$ cat src/sv/krlc_pkg.sv
// Shared types and constants of the keypad and card lock controller.
// No dependencies.
package krlc_pkg;

    typedef enum logic [1:0] {
        MODE_SELECT = 2'd0,
        MODE_KEYPAD = 2'd1,
        MODE_CARD   = 2'd2
    } t_mode;

    typedef enum logic [1:0] {
        SUB_NORMAL = 2'd0,
        SUB_OLD    = 2'd1,
        SUB_NEW    = 2'd2
    } t_sub;

    typedef enum logic [3:0] {
        EV_NONE      = 4'd0,
        EV_KEYPAD    = 4'd1,
        EV_CARD      = 4'd2,
        EV_DIGIT     = 4'd3,
        EV_OVERFLOW  = 4'd4,
        EV_ERASE     = 4'd5,
        EV_GRANT     = 4'd6,
        EV_DENY      = 4'd7,
        EV_LOCKOUT   = 4'd8,
        EV_OLDOK     = 4'd9,
        EV_OLDBAD    = 4'd10,
        EV_CHANGED   = 4'd11,
        EV_CHANGEREQ = 4'd12,
        EV_IGNORED   = 4'd13,
        EV_SELECT    = 4'd14,
        EV_UNLOCKED  = 4'd15
    } t_event;

    localparam logic [1:0] KIND_TICK = 2'd0;
    localparam logic [1:0] KIND_KEY  = 2'd1;
    localparam logic [1:0] KIND_CARD = 2'd2;

    localparam logic [3:0] KEY_DIGIT_MAX = 4'd9;
    localparam logic [3:0] KEY_A         = 4'd10;
    localparam logic [3:0] KEY_B         = 4'd11;
    localparam logic [3:0] KEY_C         = 4'd12;
    localparam logic [3:0] KEY_D         = 4'd13;
    localparam logic [3:0] KEY_STAR      = 4'd14;
    localparam logic [3:0] KEY_HASH      = 4'd15;

    localparam logic [1:0] CFG_CARD_A     = 2'd0;
    localparam logic [1:0] CFG_CARD_B     = 2'd1;
    localparam logic [1:0] CFG_FAIL_LIMIT = 2'd2;
    localparam logic [1:0] CFG_LOCK_TICKS = 2'd3;

    localparam logic [63:0] CARD_A_RESET     = 64'h75DA6F06C6;
    localparam logic [63:0] CARD_B_RESET     = 64'hF19A380654;
    localparam logic [2:0]  FAIL_LIMIT_RESET = 3'd3;
    localparam logic [15:0] LOCK_TICKS_RESET = 16'd10000;
    localparam int          PWD_RESET_LEN    = 6;

    localparam logic [2:0]  FAIL_MAX    = 3'd7;
    localparam logic [15:0] ELAPSED_MAX = 16'hFFFF;

    typedef struct packed {
        logic push;
        logic pop;
        logic clear;
        logic commit;
    } t_store_ctl;

endpackage

$ cat src/sv/krlc_if.sv
// Valid/ready channel interfaces of the lock controller.
// Depends on nothing; card width is set by the instantiating level.
interface krlc_in_if #(
    parameter int CARD_W = 40
) ();
    logic              valid;
    logic              ready;
    logic [1:0]        kind;
    logic [3:0]        key_code;
    logic [CARD_W-1:0] card_id;

    modport source (output valid, kind, key_code, card_id, input ready);
    modport sink   (input valid, kind, key_code, card_id, output ready);
endinterface

interface krlc_out_if ();
    logic       valid;
    logic       ready;
    logic [3:0] event_code;
    logic       access_grant;
    logic       locked_now;
    logic [1:0] current_mode;
    logic [3:0] entry_count;

    modport source (output valid, event_code, access_grant, locked_now, current_mode,
                    entry_count, input ready);
    modport sink   (input valid, event_code, access_grant, locked_now, current_mode,
                    entry_count, output ready);
endinterface

$ cat src/sv/krlc_store.sv
// Entry buffer and stored password with the full-width match compare.
// Depends on krlc_pkg.
module krlc_store #(
    parameter int MAX_DIGITS = 10
) (
    input  logic                               i_clk,
    input  logic                               i_rst_n,
    input  krlc_pkg::t_store_ctl               i_ctl,
    input  logic [3:0]                         i_digit,
    output logic [$clog2(MAX_DIGITS+1)-1:0]    o_len,
    output logic [$clog2(MAX_DIGITS+1)-1:0]    o_len_nx,
    output logic                               o_full,
    output logic                               o_match
);
    localparam int LenW    = $clog2(MAX_DIGITS + 1);
    localparam int PwdLen0 = (MAX_DIGITS < krlc_pkg::PWD_RESET_LEN) ?
                             MAX_DIGITS : krlc_pkg::PWD_RESET_LEN;

    logic [3:0]      r_ent [MAX_DIGITS];
    logic [3:0]      r_pwd [MAX_DIGITS];
    logic [LenW-1:0] r_len;
    logic [LenW-1:0] r_pwd_len;
    logic [LenW-1:0] n_len;

    always_comb begin
        n_len = r_len;
        if (i_ctl.clear) begin
            n_len = '0;
        end else if (i_ctl.push) begin
            n_len = r_len + LenW'(1);
        end else if (i_ctl.pop) begin
            n_len = r_len - LenW'(1);
        end
    end

    always_comb begin
        o_match = (r_len == r_pwd_len);
        for (int i = 0; i < MAX_DIGITS; i++) begin
            if ((LenW'(i) < r_len) && (r_ent[i] != r_pwd[i])) begin
                o_match = 1'b0;
            end
        end
    end

    always_ff @(posedge i_clk) begin
        for (int i = 0; i < MAX_DIGITS; i++) begin
            if (i_ctl.push && (r_len == LenW'(i))) begin
                r_ent[i] <= i_digit;
            end
        end
    end

    always_ff @(posedge i_clk) begin
        if (!i_rst_n) begin
            r_len     <= '0;
            r_pwd_len <= LenW'(PwdLen0);
            for (int i = 0; i < MAX_DIGITS; i++) begin
                r_pwd[i] <= (i < PwdLen0) ? 4'(i + 1) : 4'd0;
            end
        end else begin
            r_len <= n_len;
            if (i_ctl.commit) begin
                r_pwd_len <= r_len;
                r_pwd     <= r_ent;
            end
        end
    end

    assign o_len    = r_len;
    assign o_len_nx = n_len;
    assign o_full   = (r_len >= LenW'(MAX_DIGITS));
endmodule

$ cat src/sv/keypad_rfid_lock_controller.sv
// Top level of the keypad and card lock controller: input register, mode
// control, failure/lockout logic and result register. Depends on krlc_pkg,
// krlc_if and krlc_store.
//
// Usage:
//   i_in carries one transaction per key press, card read or millisecond tick;
//   o_out returns exactly one result transaction per input transaction.
//   An accepted transaction is held in the input register; once the result
//   register is free, an edge evaluates it against the mode, entry and password
//   state and loads the result register, which raises o_out.valid.
//   Throughput is one transaction per cycle while o_out.ready stays high; the
//   single evaluation stage between the two registers sets this.
//   When o_out.ready is low the result register holds, the input register
//   still takes one more transaction, and i_in.ready then drops until the
//   result is taken.
//   Synchronous reset restores the default password, cards, limits and
//   select mode at once; no clearing pass is needed.
//   Configuration writes (i_cfg_we) take effect on the next edge; the user must
//   make them only while no transaction is in flight; the block does not enforce it.
module keypad_rfid_lock_controller #(
    parameter int MAX_DIGITS = 10,
    parameter int CARD_BYTES = 5
) (
    input  logic                      i_clk,
    input  logic                      i_rst_n,
    krlc_in_if.sink                   i_in,
    krlc_out_if.source                o_out,
    input  logic                      i_cfg_we,
    input  logic [1:0]                i_cfg_idx,
    input  logic [8*CARD_BYTES-1:0]   i_cfg_data
);
    localparam int CardW = 8 * CARD_BYTES;
    localparam int LenW  = $clog2(MAX_DIGITS + 1);

    logic             r_in_vld;
    logic [1:0]       r_kind;
    logic [3:0]       r_key;
    logic [CardW-1:0] r_card;

    logic [CardW-1:0] r_card_a;
    logic [CardW-1:0] r_card_b;
    logic [2:0]       r_fail_lim;
    logic [15:0]      r_lock_ticks;

    krlc_pkg::t_mode  r_mode, n_mode;
    krlc_pkg::t_sub   r_sub, n_sub;
    logic [2:0]       r_fail, n_fail;
    logic             r_locked, n_locked;
    logic [15:0]      r_elapsed, n_elapsed;

    logic             r_out_vld;
    krlc_pkg::t_event r_ev;
    logic             r_grant;
    logic             r_out_locked;
    krlc_pkg::t_mode  r_out_mode;
    logic [3:0]       r_out_cnt;

    krlc_pkg::t_event     ev;
    logic                 grant;
    krlc_pkg::t_store_ctl st_ctl;
    logic [LenW-1:0]      ent_len, ent_len_nx;
    logic                 ent_full, ent_match;
    logic                 out_free, fire;
    logic [2:0]           fail_inc;
    logic [15:0]          elapsed_inc;
    logic                 card_ok;

    assign out_free    = !r_out_vld || o_out.ready;
    assign fire        = r_in_vld && out_free;
    assign i_in.ready  = !r_in_vld || out_free;
    assign fail_inc    = (r_fail < krlc_pkg::FAIL_MAX) ? r_fail + 3'd1 : r_fail;
    assign elapsed_inc = (r_elapsed < krlc_pkg::ELAPSED_MAX) ? r_elapsed + 16'd1
                                                               : r_elapsed;
    assign card_ok     = (r_card == r_card_a) || (r_card == r_card_b);

    krlc_store #(
        .MAX_DIGITS (MAX_DIGITS)
    ) u_store (
        .i_clk    (i_clk),
        .i_rst_n  (i_rst_n),
        .i_ctl    (st_ctl),
        .i_digit  (r_key),
        .o_len    (ent_len),
        .o_len_nx (ent_len_nx),
        .o_full   (ent_full),
        .o_match  (ent_match)
    );

    always_comb begin
        n_mode    = r_mode;
        n_sub     = r_sub;
        n_fail    = r_fail;
        n_locked  = r_locked;
        n_elapsed = r_elapsed;
        ev        = krlc_pkg::EV_NONE;
        grant     = 1'b0;
        st_ctl    = '0;
        if (fire) begin
            case (r_kind)
                krlc_pkg::KIND_TICK: begin
                    if (r_locked) begin
                        n_elapsed = elapsed_inc;
                        if (elapsed_inc >= r_lock_ticks) begin
                            n_locked = 1'b0;
                            n_fail   = '0;
                            n_mode   = krlc_pkg::MODE_SELECT;
                            ev       = krlc_pkg::EV_UNLOCKED;
                        end
                    end
                end
                krlc_pkg::KIND_KEY: begin
                    if (!r_locked) begin
                        if (r_mode == krlc_pkg::MODE_SELECT) begin
                            if (r_key == krlc_pkg::KEY_A) begin
                                n_mode = krlc_pkg::MODE_KEYPAD;
                                ev     = krlc_pkg::EV_KEYPAD;
                            end else if (r_key == krlc_pkg::KEY_B) begin
                                n_mode = krlc_pkg::MODE_CARD;
                                ev     = krlc_pkg::EV_CARD;
                            end
                        end else if (r_key == krlc_pkg::KEY_D) begin
                            n_mode = krlc_pkg::MODE_SELECT;
                            ev     = krlc_pkg::EV_SELECT;
                        end else if (r_mode == krlc_pkg::MODE_KEYPAD) begin
                            if (r_key <= krlc_pkg::KEY_DIGIT_MAX) begin
                                if (!ent_full) begin
                                    st_ctl.push = 1'b1;
                                    ev          = krlc_pkg::EV_DIGIT;
                                end else begin
                                    st_ctl.clear = 1'b1;
                                    ev           = krlc_pkg::EV_OVERFLOW;
                                end
                            end else if (r_key == krlc_pkg::KEY_HASH) begin
                                st_ctl.clear = 1'b1;
                                case (r_sub)
                                    krlc_pkg::SUB_OLD: begin
                                        n_sub = ent_match ? krlc_pkg::SUB_NEW
                                                          : krlc_pkg::SUB_NORMAL;
                                        ev    = ent_match ? krlc_pkg::EV_OLDOK
                                                          : krlc_pkg::EV_OLDBAD;
                                    end
                                    krlc_pkg::SUB_NEW: begin
                                        st_ctl.commit = 1'b1;
                                        n_sub         = krlc_pkg::SUB_NORMAL;
                                        ev            = krlc_pkg::EV_CHANGED;
                                    end
                                    default: begin
                                        if (ent_match) begin
                                            grant = 1'b1;
                                            ev    = krlc_pkg::EV_GRANT;
                                        end else begin
                                            n_fail = fail_inc;
                                            if (fail_inc >= r_fail_lim) begin
                                                n_locked  = 1'b1;
                                                n_elapsed = '0;
                                                ev        = krlc_pkg::EV_LOCKOUT;
                                            end else begin
                                                ev = krlc_pkg::EV_DENY;
                                            end
                                        end
                                    end
                                endcase
                            end else if (r_key == krlc_pkg::KEY_STAR) begin
                                if (ent_len != '0) begin
                                    st_ctl.pop = 1'b1;
                                    ev         = krlc_pkg::EV_ERASE;
                                end
                            end else if (r_key == krlc_pkg::KEY_C) begin
                                n_sub        = krlc_pkg::SUB_OLD;
                                st_ctl.clear = 1'b1;
                                ev           = krlc_pkg::EV_CHANGEREQ;
                            end else begin
                                ev = krlc_pkg::EV_IGNORED;
                            end
                        end
                    end
                end
                krlc_pkg::KIND_CARD: begin
                    if (!r_locked && (r_mode == krlc_pkg::MODE_CARD)) begin
                        if (card_ok) begin
                            grant = 1'b1;
                            ev    = krlc_pkg::EV_GRANT;
                        end else begin
                            n_fail = fail_inc;
                            if (fail_inc >= r_fail_lim) begin
                                n_locked  = 1'b1;
                                n_elapsed = '0;
                                ev        = krlc_pkg::EV_LOCKOUT;
                            end else begin
                                ev = krlc_pkg::EV_DENY;
                            end
                        end
                    end
                end
                default: begin
                    ev = krlc_pkg::EV_NONE;
                end
            endcase
        end
    end

    always_ff @(posedge i_clk) begin
        if (!i_rst_n) begin
            r_mode <= krlc_pkg::MODE_SELECT;
        end else begin
            r_mode <= n_mode;
        end
    end

    always_ff @(posedge i_clk) begin
        if (!i_rst_n) begin
            r_sub     <= krlc_pkg::SUB_NORMAL;
            r_fail    <= '0;
            r_locked  <= 1'b0;
            r_elapsed <= '0;
            r_in_vld  <= 1'b0;
            r_out_vld <= 1'b0;
        end else begin
            r_sub     <= n_sub;
            r_fail    <= n_fail;
            r_locked  <= n_locked;
            r_elapsed <= n_elapsed;
            if (i_in.valid && i_in.ready) begin
                r_in_vld <= 1'b1;
            end else if (fire) begin
                r_in_vld <= 1'b0;
            end
            if (fire) begin
                r_out_vld <= 1'b1;
            end else if (o_out.ready) begin
                r_out_vld <= 1'b0;
            end
        end
    end

    always_ff @(posedge i_clk) begin
        if (!i_rst_n) begin
            r_card_a     <= CardW'(krlc_pkg::CARD_A_RESET);
            r_card_b     <= CardW'(krlc_pkg::CARD_B_RESET);
            r_fail_lim   <= krlc_pkg::FAIL_LIMIT_RESET;
            r_lock_ticks <= krlc_pkg::LOCK_TICKS_RESET;
        end else if (i_cfg_we) begin
            unique case (i_cfg_idx)
                krlc_pkg::CFG_CARD_A:     r_card_a     <= i_cfg_data;
                krlc_pkg::CFG_CARD_B:     r_card_b     <= i_cfg_data;
                krlc_pkg::CFG_FAIL_LIMIT: r_fail_lim   <= i_cfg_data[2:0];
                krlc_pkg::CFG_LOCK_TICKS: r_lock_ticks <= i_cfg_data[15:0];
                default: begin
                    r_fail_lim <= r_fail_lim;
                end
            endcase
        end
    end

    always_ff @(posedge i_clk) begin
        if (i_in.valid && i_in.ready) begin
            r_kind <= i_in.kind;
            r_key  <= i_in.key_code;
            r_card <= i_in.card_id[CardW-1:0];
        end
        if (fire) begin
            r_ev         <= ev;
            r_grant      <= grant;
            r_out_locked <= n_locked;
            r_out_mode   <= n_mode;
            r_out_cnt    <= 4'(ent_len_nx);
        end
    end

    assign o_out.valid        = r_out_vld;
    assign o_out.event_code   = r_ev;
    assign o_out.access_grant = r_grant;
    assign o_out.locked_now   = r_out_locked;
    assign o_out.current_mode = r_out_mode;
    assign o_out.entry_count  = r_out_cnt;
endmodule

$ cat src/flat_wrapper.sv
// flat-port wrapper written by rule: the top's interface ports become plain ports
module keypad_rfid_lock_controller_flat 
#(
    parameter int MAX_DIGITS = 10,
    parameter int CARD_BYTES = 5
)
  (i_clk, i_rst_n, i_cfg_we, i_cfg_idx, i_cfg_data, i_in_valid, i_in_kind, i_in_key_code, i_in_card_id, i_in_ready, o_out_valid, o_out_event_code, o_out_access_grant, o_out_locked_now, o_out_current_mode, o_out_entry_count, o_out_ready);
  krlc_in_if #(.CARD_W((40))) i_in_i ();
  krlc_out_if o_out_i ();
  input  logic i_clk;
  input  logic i_rst_n;
  input  logic i_cfg_we;
  input  logic [1:0] i_cfg_idx;
  input  logic [8*CARD_BYTES-1:0] i_cfg_data;
  input wire logic [$bits(i_in_i.valid)-1:0] i_in_valid;
  input wire logic [$bits(i_in_i.kind)-1:0] i_in_kind;
  input wire logic [$bits(i_in_i.key_code)-1:0] i_in_key_code;
  input wire logic [$bits(i_in_i.card_id)-1:0] i_in_card_id;
  output wire logic [$bits(i_in_i.ready)-1:0] i_in_ready;
  output wire logic [$bits(o_out_i.valid)-1:0] o_out_valid;
  output wire logic [$bits(o_out_i.event_code)-1:0] o_out_event_code;
  output wire logic [$bits(o_out_i.access_grant)-1:0] o_out_access_grant;
  output wire logic [$bits(o_out_i.locked_now)-1:0] o_out_locked_now;
  output wire logic [$bits(o_out_i.current_mode)-1:0] o_out_current_mode;
  output wire logic [$bits(o_out_i.entry_count)-1:0] o_out_entry_count;
  input wire logic [$bits(o_out_i.ready)-1:0] o_out_ready;
  assign i_in_i.valid = i_in_valid;
  assign i_in_i.kind = i_in_kind;
  assign i_in_i.key_code = i_in_key_code;
  assign i_in_i.card_id = i_in_card_id;
  assign i_in_ready = i_in_i.ready;
  assign o_out_valid = o_out_i.valid;
  assign o_out_event_code = o_out_i.event_code;
  assign o_out_access_grant = o_out_i.access_grant;
  assign o_out_locked_now = o_out_i.locked_now;
  assign o_out_current_mode = o_out_i.current_mode;
  assign o_out_entry_count = o_out_i.entry_count;
  assign o_out_i.ready = o_out_ready;
  keypad_rfid_lock_controller #(.MAX_DIGITS(MAX_DIGITS), .CARD_BYTES(CARD_BYTES)) u_core (.i_clk(i_clk), .i_rst_n(i_rst_n), .i_in(i_in_i), .o_out(o_out_i), .i_cfg_we(i_cfg_we), .i_cfg_idx(i_cfg_idx), .i_cfg_data(i_cfg_data));
endmodule
$ cat config.mk
export PLATFORM = sky130hd
export DESIGN_NAME = keypad_rfid_lock_controller_flat
export DESIGN_NICKNAME = d
export VERILOG_FILES = /design/src/sv/krlc_pkg.sv /design/src/sv/krlc_if.sv /design/src/sv/krlc_store.sv /design/src/sv/keypad_rfid_lock_controller.sv /design/src/flat_wrapper.sv
export SDC_FILE = /design/constraint.sdc
export NUM_CORES = 1
export LEC_CHECK = 0
export BUFFER_PORTS_ARGS = -buffer_cell sky130_fd_sc_hd__buf_2
export CAP_MARGIN = 20
export CORE_ASPECT_RATIO = 1.1
export CORE_UTILIZATION = 25
export CTS_BUF_LIST = sky130_fd_sc_hd__clkbuf_4 sky130_fd_sc_hd__clkbuf_8
export DETAILED_ROUTE_END_ITERATION = 8
export GPL_ROUTABILITY_DRIVEN = 0
export PLACE_DENSITY_LB_ADDON = 0.3
export SLEW_MARGIN = 20
export SYNTH_ARGS = -nofsm -noshare
export SYNTH_HDL_FRONTEND = slang
export SYNTH_HIERARCHICAL = 1
export SYNTH_SLANG_ARGS = --single-unit
$ cat constraint.sdc
create_clock -name i_clk -period 3.75 [get_ports i_clk]
set_clock_uncertainty 0.1 [all_clocks]
set_input_delay 0.5625 -clock i_clk [delete_from_list [all_inputs] [get_ports i_clk]]
set_output_delay 0.5625 -clock i_clk [all_outputs]
set_load 0.01 [all_outputs]
==> results.md <==
* Status: complete, no violations
* Slew margin rel. at 0.270
* Synthesized flop and latch total at 271
* Register area share after synthesis at 0.521
* Die height at 235 um
* Min-delay src: i_in_kind[1]
* Global Route Usage Sum at 0.136
* Final Slew Violations at 0
* Crit Path Category: register to register
* Initial DRT Pass Iterations at 7
* CTS buffer count at 48
* Count of final setup violators at 0
* Reg-to-Reg End: u_core/r_fail[0]
* Worst R2R Start: u_core/r_elapsed[8]
* H-tree lvl count at 2
* Final period util at 0.951
* Finished Core Util at 0.313
* Post-Place Worst Slack at 0.131 ns
* Total of max-cap violations at 0
* Worst Path Arrival at 3.97 ns
* CTS max path bufs at 3
* Worst-case reg-to-reg path depth at 14
* Final #Nets at 1521
* DR vias at 9267
* Starting density of the core at 0.255
* Share of cells above drive strength 1 at 0.176
* Peak supply drop at 0.287 mV
* Setup crit end kind: register
* Commonest non-fill, non-tap cells in the layout: nand2_1 (245), dfxtp_1 (169), buf_2 (106)
* DRC Markers at 0
* # IOs at 107
* Mapped Area at 12300 um^2
* Hold depth at 1
* Area Overhead vs Synth at 22.5%
* Pin count of the biggest net entering global routing at 61
* Area of the core at 48100 um^2
* Distinct cells, synth at 67
* # rows at 84
* DR iter-0 viols at 465
* Top FF cell, synth: dfxtp_1
* Syn_nets at 1353
* Initial antenna violation count at 4
* First-pass GRT wire length at 52.0 mm
* Startpoint Class: register
* Clk sinks at 271
* Synth warnings at 6
* Hpwl dp at 22.9 mm
* CP required at 4.15 ns
* Worst Tran Pin Value at 1.09 ns
* Fillers at 5039
* Via density per instance at 4.45
* Fin crit period at 3.57 ns
* Final worst slack at 0.182 ns
* Clock latency at the later pin of the worst-skew pair at 0.62 ns
* Post-synthesis cell count at 1228
* I/O Buffers at 106
* Via count of the first global-routing pass at 9247
* Multi-input gate area at 5540 um^2
* Seq. cell area at 6410 um^2
* Worst setup path startpoint: u_core/r_elapsed[8]
* Post-synth EDFFs at 98
* Worst Hold Class: primary input to register
* Post-synth ARST share at 0
* Antenna-violating nets left at 0
* CTS tree: yes
* Total gr overflow at 0
* Crit-path max FO at 5
* Worst Hold End: u_core/r_kind[1]
* R2R setup slack at 0.18 ns
* Wire per inst at 16.2 um
* Pwr/cell area at 436 nW/um^2
* Most common library cell in the layout ignoring fill and taps: nand2_1
* Fmax at 0.280 GHz
* Die ar. at 50000 um^2
* Lkg Pwr at 5.58 nW
* CTS clk-pin slew, worst paths at 0.06 ns
* Avg Inst Size Synth at 10.0 um^2
* Number of hold violations in the final report at 0
* Drt total wl at 33.8 mm
* Clock root buffer: clkbuf_8
* Chip width at 213 um
-- registers in the layout, indices dropped and copies added (netlist names), 2 cells and up --
register                   flops
u_core/u_store/r_pwd          40
u_core/r_fail                  3
u_core/r_card_a               40
u_core/r_lock_ticks           16
u_core/o_out.current_mode      2
u_core/o_out.entry_count       4
u_core/r_kind                  2
u_core/r_key                   4
u_core/o_out.event_code        4
u_core/u_store/r_ent          40
u_core/r_card                 40
u_core/r_card_b               40
u_core/r_fail_lim              3
u_core/r_mode                  2
u_core/r_elapsed              16
u_core/r_sub                   2
u_core/u_store/o_len           4
u_core/u_store/r_pwd_len       4
-- cells by family (layout without fill, tap and decap cells) --
group / Yosys count / in the layout / synth area share
xor+xnor: 134 / 134 / 0.0955
buf+inv: 90 / 298 / 0.0305
simple gates: 481 / 481 / 0.188
flops: 271 / 271 / 0.521
fa+ha+maj: 32 / 32 / 0.0326
other cells: 0 / 3 / 0
compound gates: 167 / 167 / 0.0879
mux: 53 / 53 / 0.0437
-- timing repair --
item	CTS	global route
endpoints found under the hold margin	39	0
gates resized for setup	0	9
endpoints found under the setup margin	0	4
buffers inserted	0	1
hold buffers	39	0
-- layout make-up --
type	count	area share
antenna	3	0.000499
clock buffer	77	0.0617
clock inverter	13	0.00657
inverter	35	0.00873
multi-input combinational	867	0.368
sequential	271	0.426
tap	645	0.0536
timing repair buffer	173	0.0752
-- critical path, stage by stage, from the launching register on --
cell and delay (ns):
dfxtp_1 0.42, nand3_1 0.16, nor4_2 0.31, buf_4 0.17, nor2b_2 0.04, and3_1 0.21, nand3_1 0.11, xnor2_1 0.10
ha_1 0.30, nand4_1 0.08, nor2_1 0.16, o2111a_1 0.27, a211oi_1 0.10, or4_1 0.59, mux2_1 0.32
-- report_power, final --
group / internal [mW] / switching [mW] / total [mW]
Sequential: 3.13 / 0.0644 / 3.20
Clock: 1.65 / 1.27 / 2.92
Combinational: 0.185 / 0.253 / 0.438
Total: 4.96 / 1.59 / 6.56
-- metrics by stage --
stage	instance area (um^2)	instances	hold slack, ns	TNS, ns	power [mW]
finish	15100	2084	0.0495	0	6.56
global route	15000	2082	0.0109	-0.000379	6.84
CTS	15000	2080	0.00128	0	6.67
detailed placement	13600	1951	0.353	0	3.67
global placement	13600	1951	0.344	0	3.67
floorplan	12300	1228	0.336	0	3.48
-- metal layers --
layer  track usage  share of wire
met1         0.166           0.44
met2         0.235           0.48
met3        0.0299          0.049
met4        0.0498          0.022
met5             0        0.00095
-- worst max-delay path by stage --
| stage | end | slack (ns) | cells past startpoint |
|---|---|---|---|
| floorplan | u_core/r_fail[0] | 0.28 | 15 |
| global placement | u_core/r_fail[0] | 0.18 | 14 |
| detailed placement | u_core/r_fail[0] | 0.13 | 14 |
| CTS | u_core/r_fail[0] | 0.13 | 14 |
| global route | u_core/r_fail[0] | -0.0004 | 13 |
| finish | u_core/r_fail[0] | 0.18 | 14 |
-- Yosys cell counts (4+ instances only) --
library cell	instances	area (um^2)
edfxtp_1	98	2940
xor2_1	29	254
nand3_1	57	285
and3_1	13	81.3
inv_1	33	124
nand2b_1	13	81.3
o21ai_0	12	60.1
a21oi_1	74	370
nand4_1	27	169
o21a_1	4	30.0
nor3_1	9	45.0
nor2_1	31	116
o211ai_1	7	52.6
a21o_1	10	75.1
buf_2	6	30.0
clkbuf_1	41	154
mux2i_1	48	480
a22o_1	9	78.8
a31oi_1	8	50.1
ha_1	32	400
dfxtp_1	173	3460
nor4_1	14	87.6
nor2b_1	40	250
o22ai_1	4	25.0
and2_1	10	62.6
xnor2_1	105	920
nand2_1	245	920
a211oi_1	10	75.1
No activity file was read; power rests on OpenSTA's default activity.
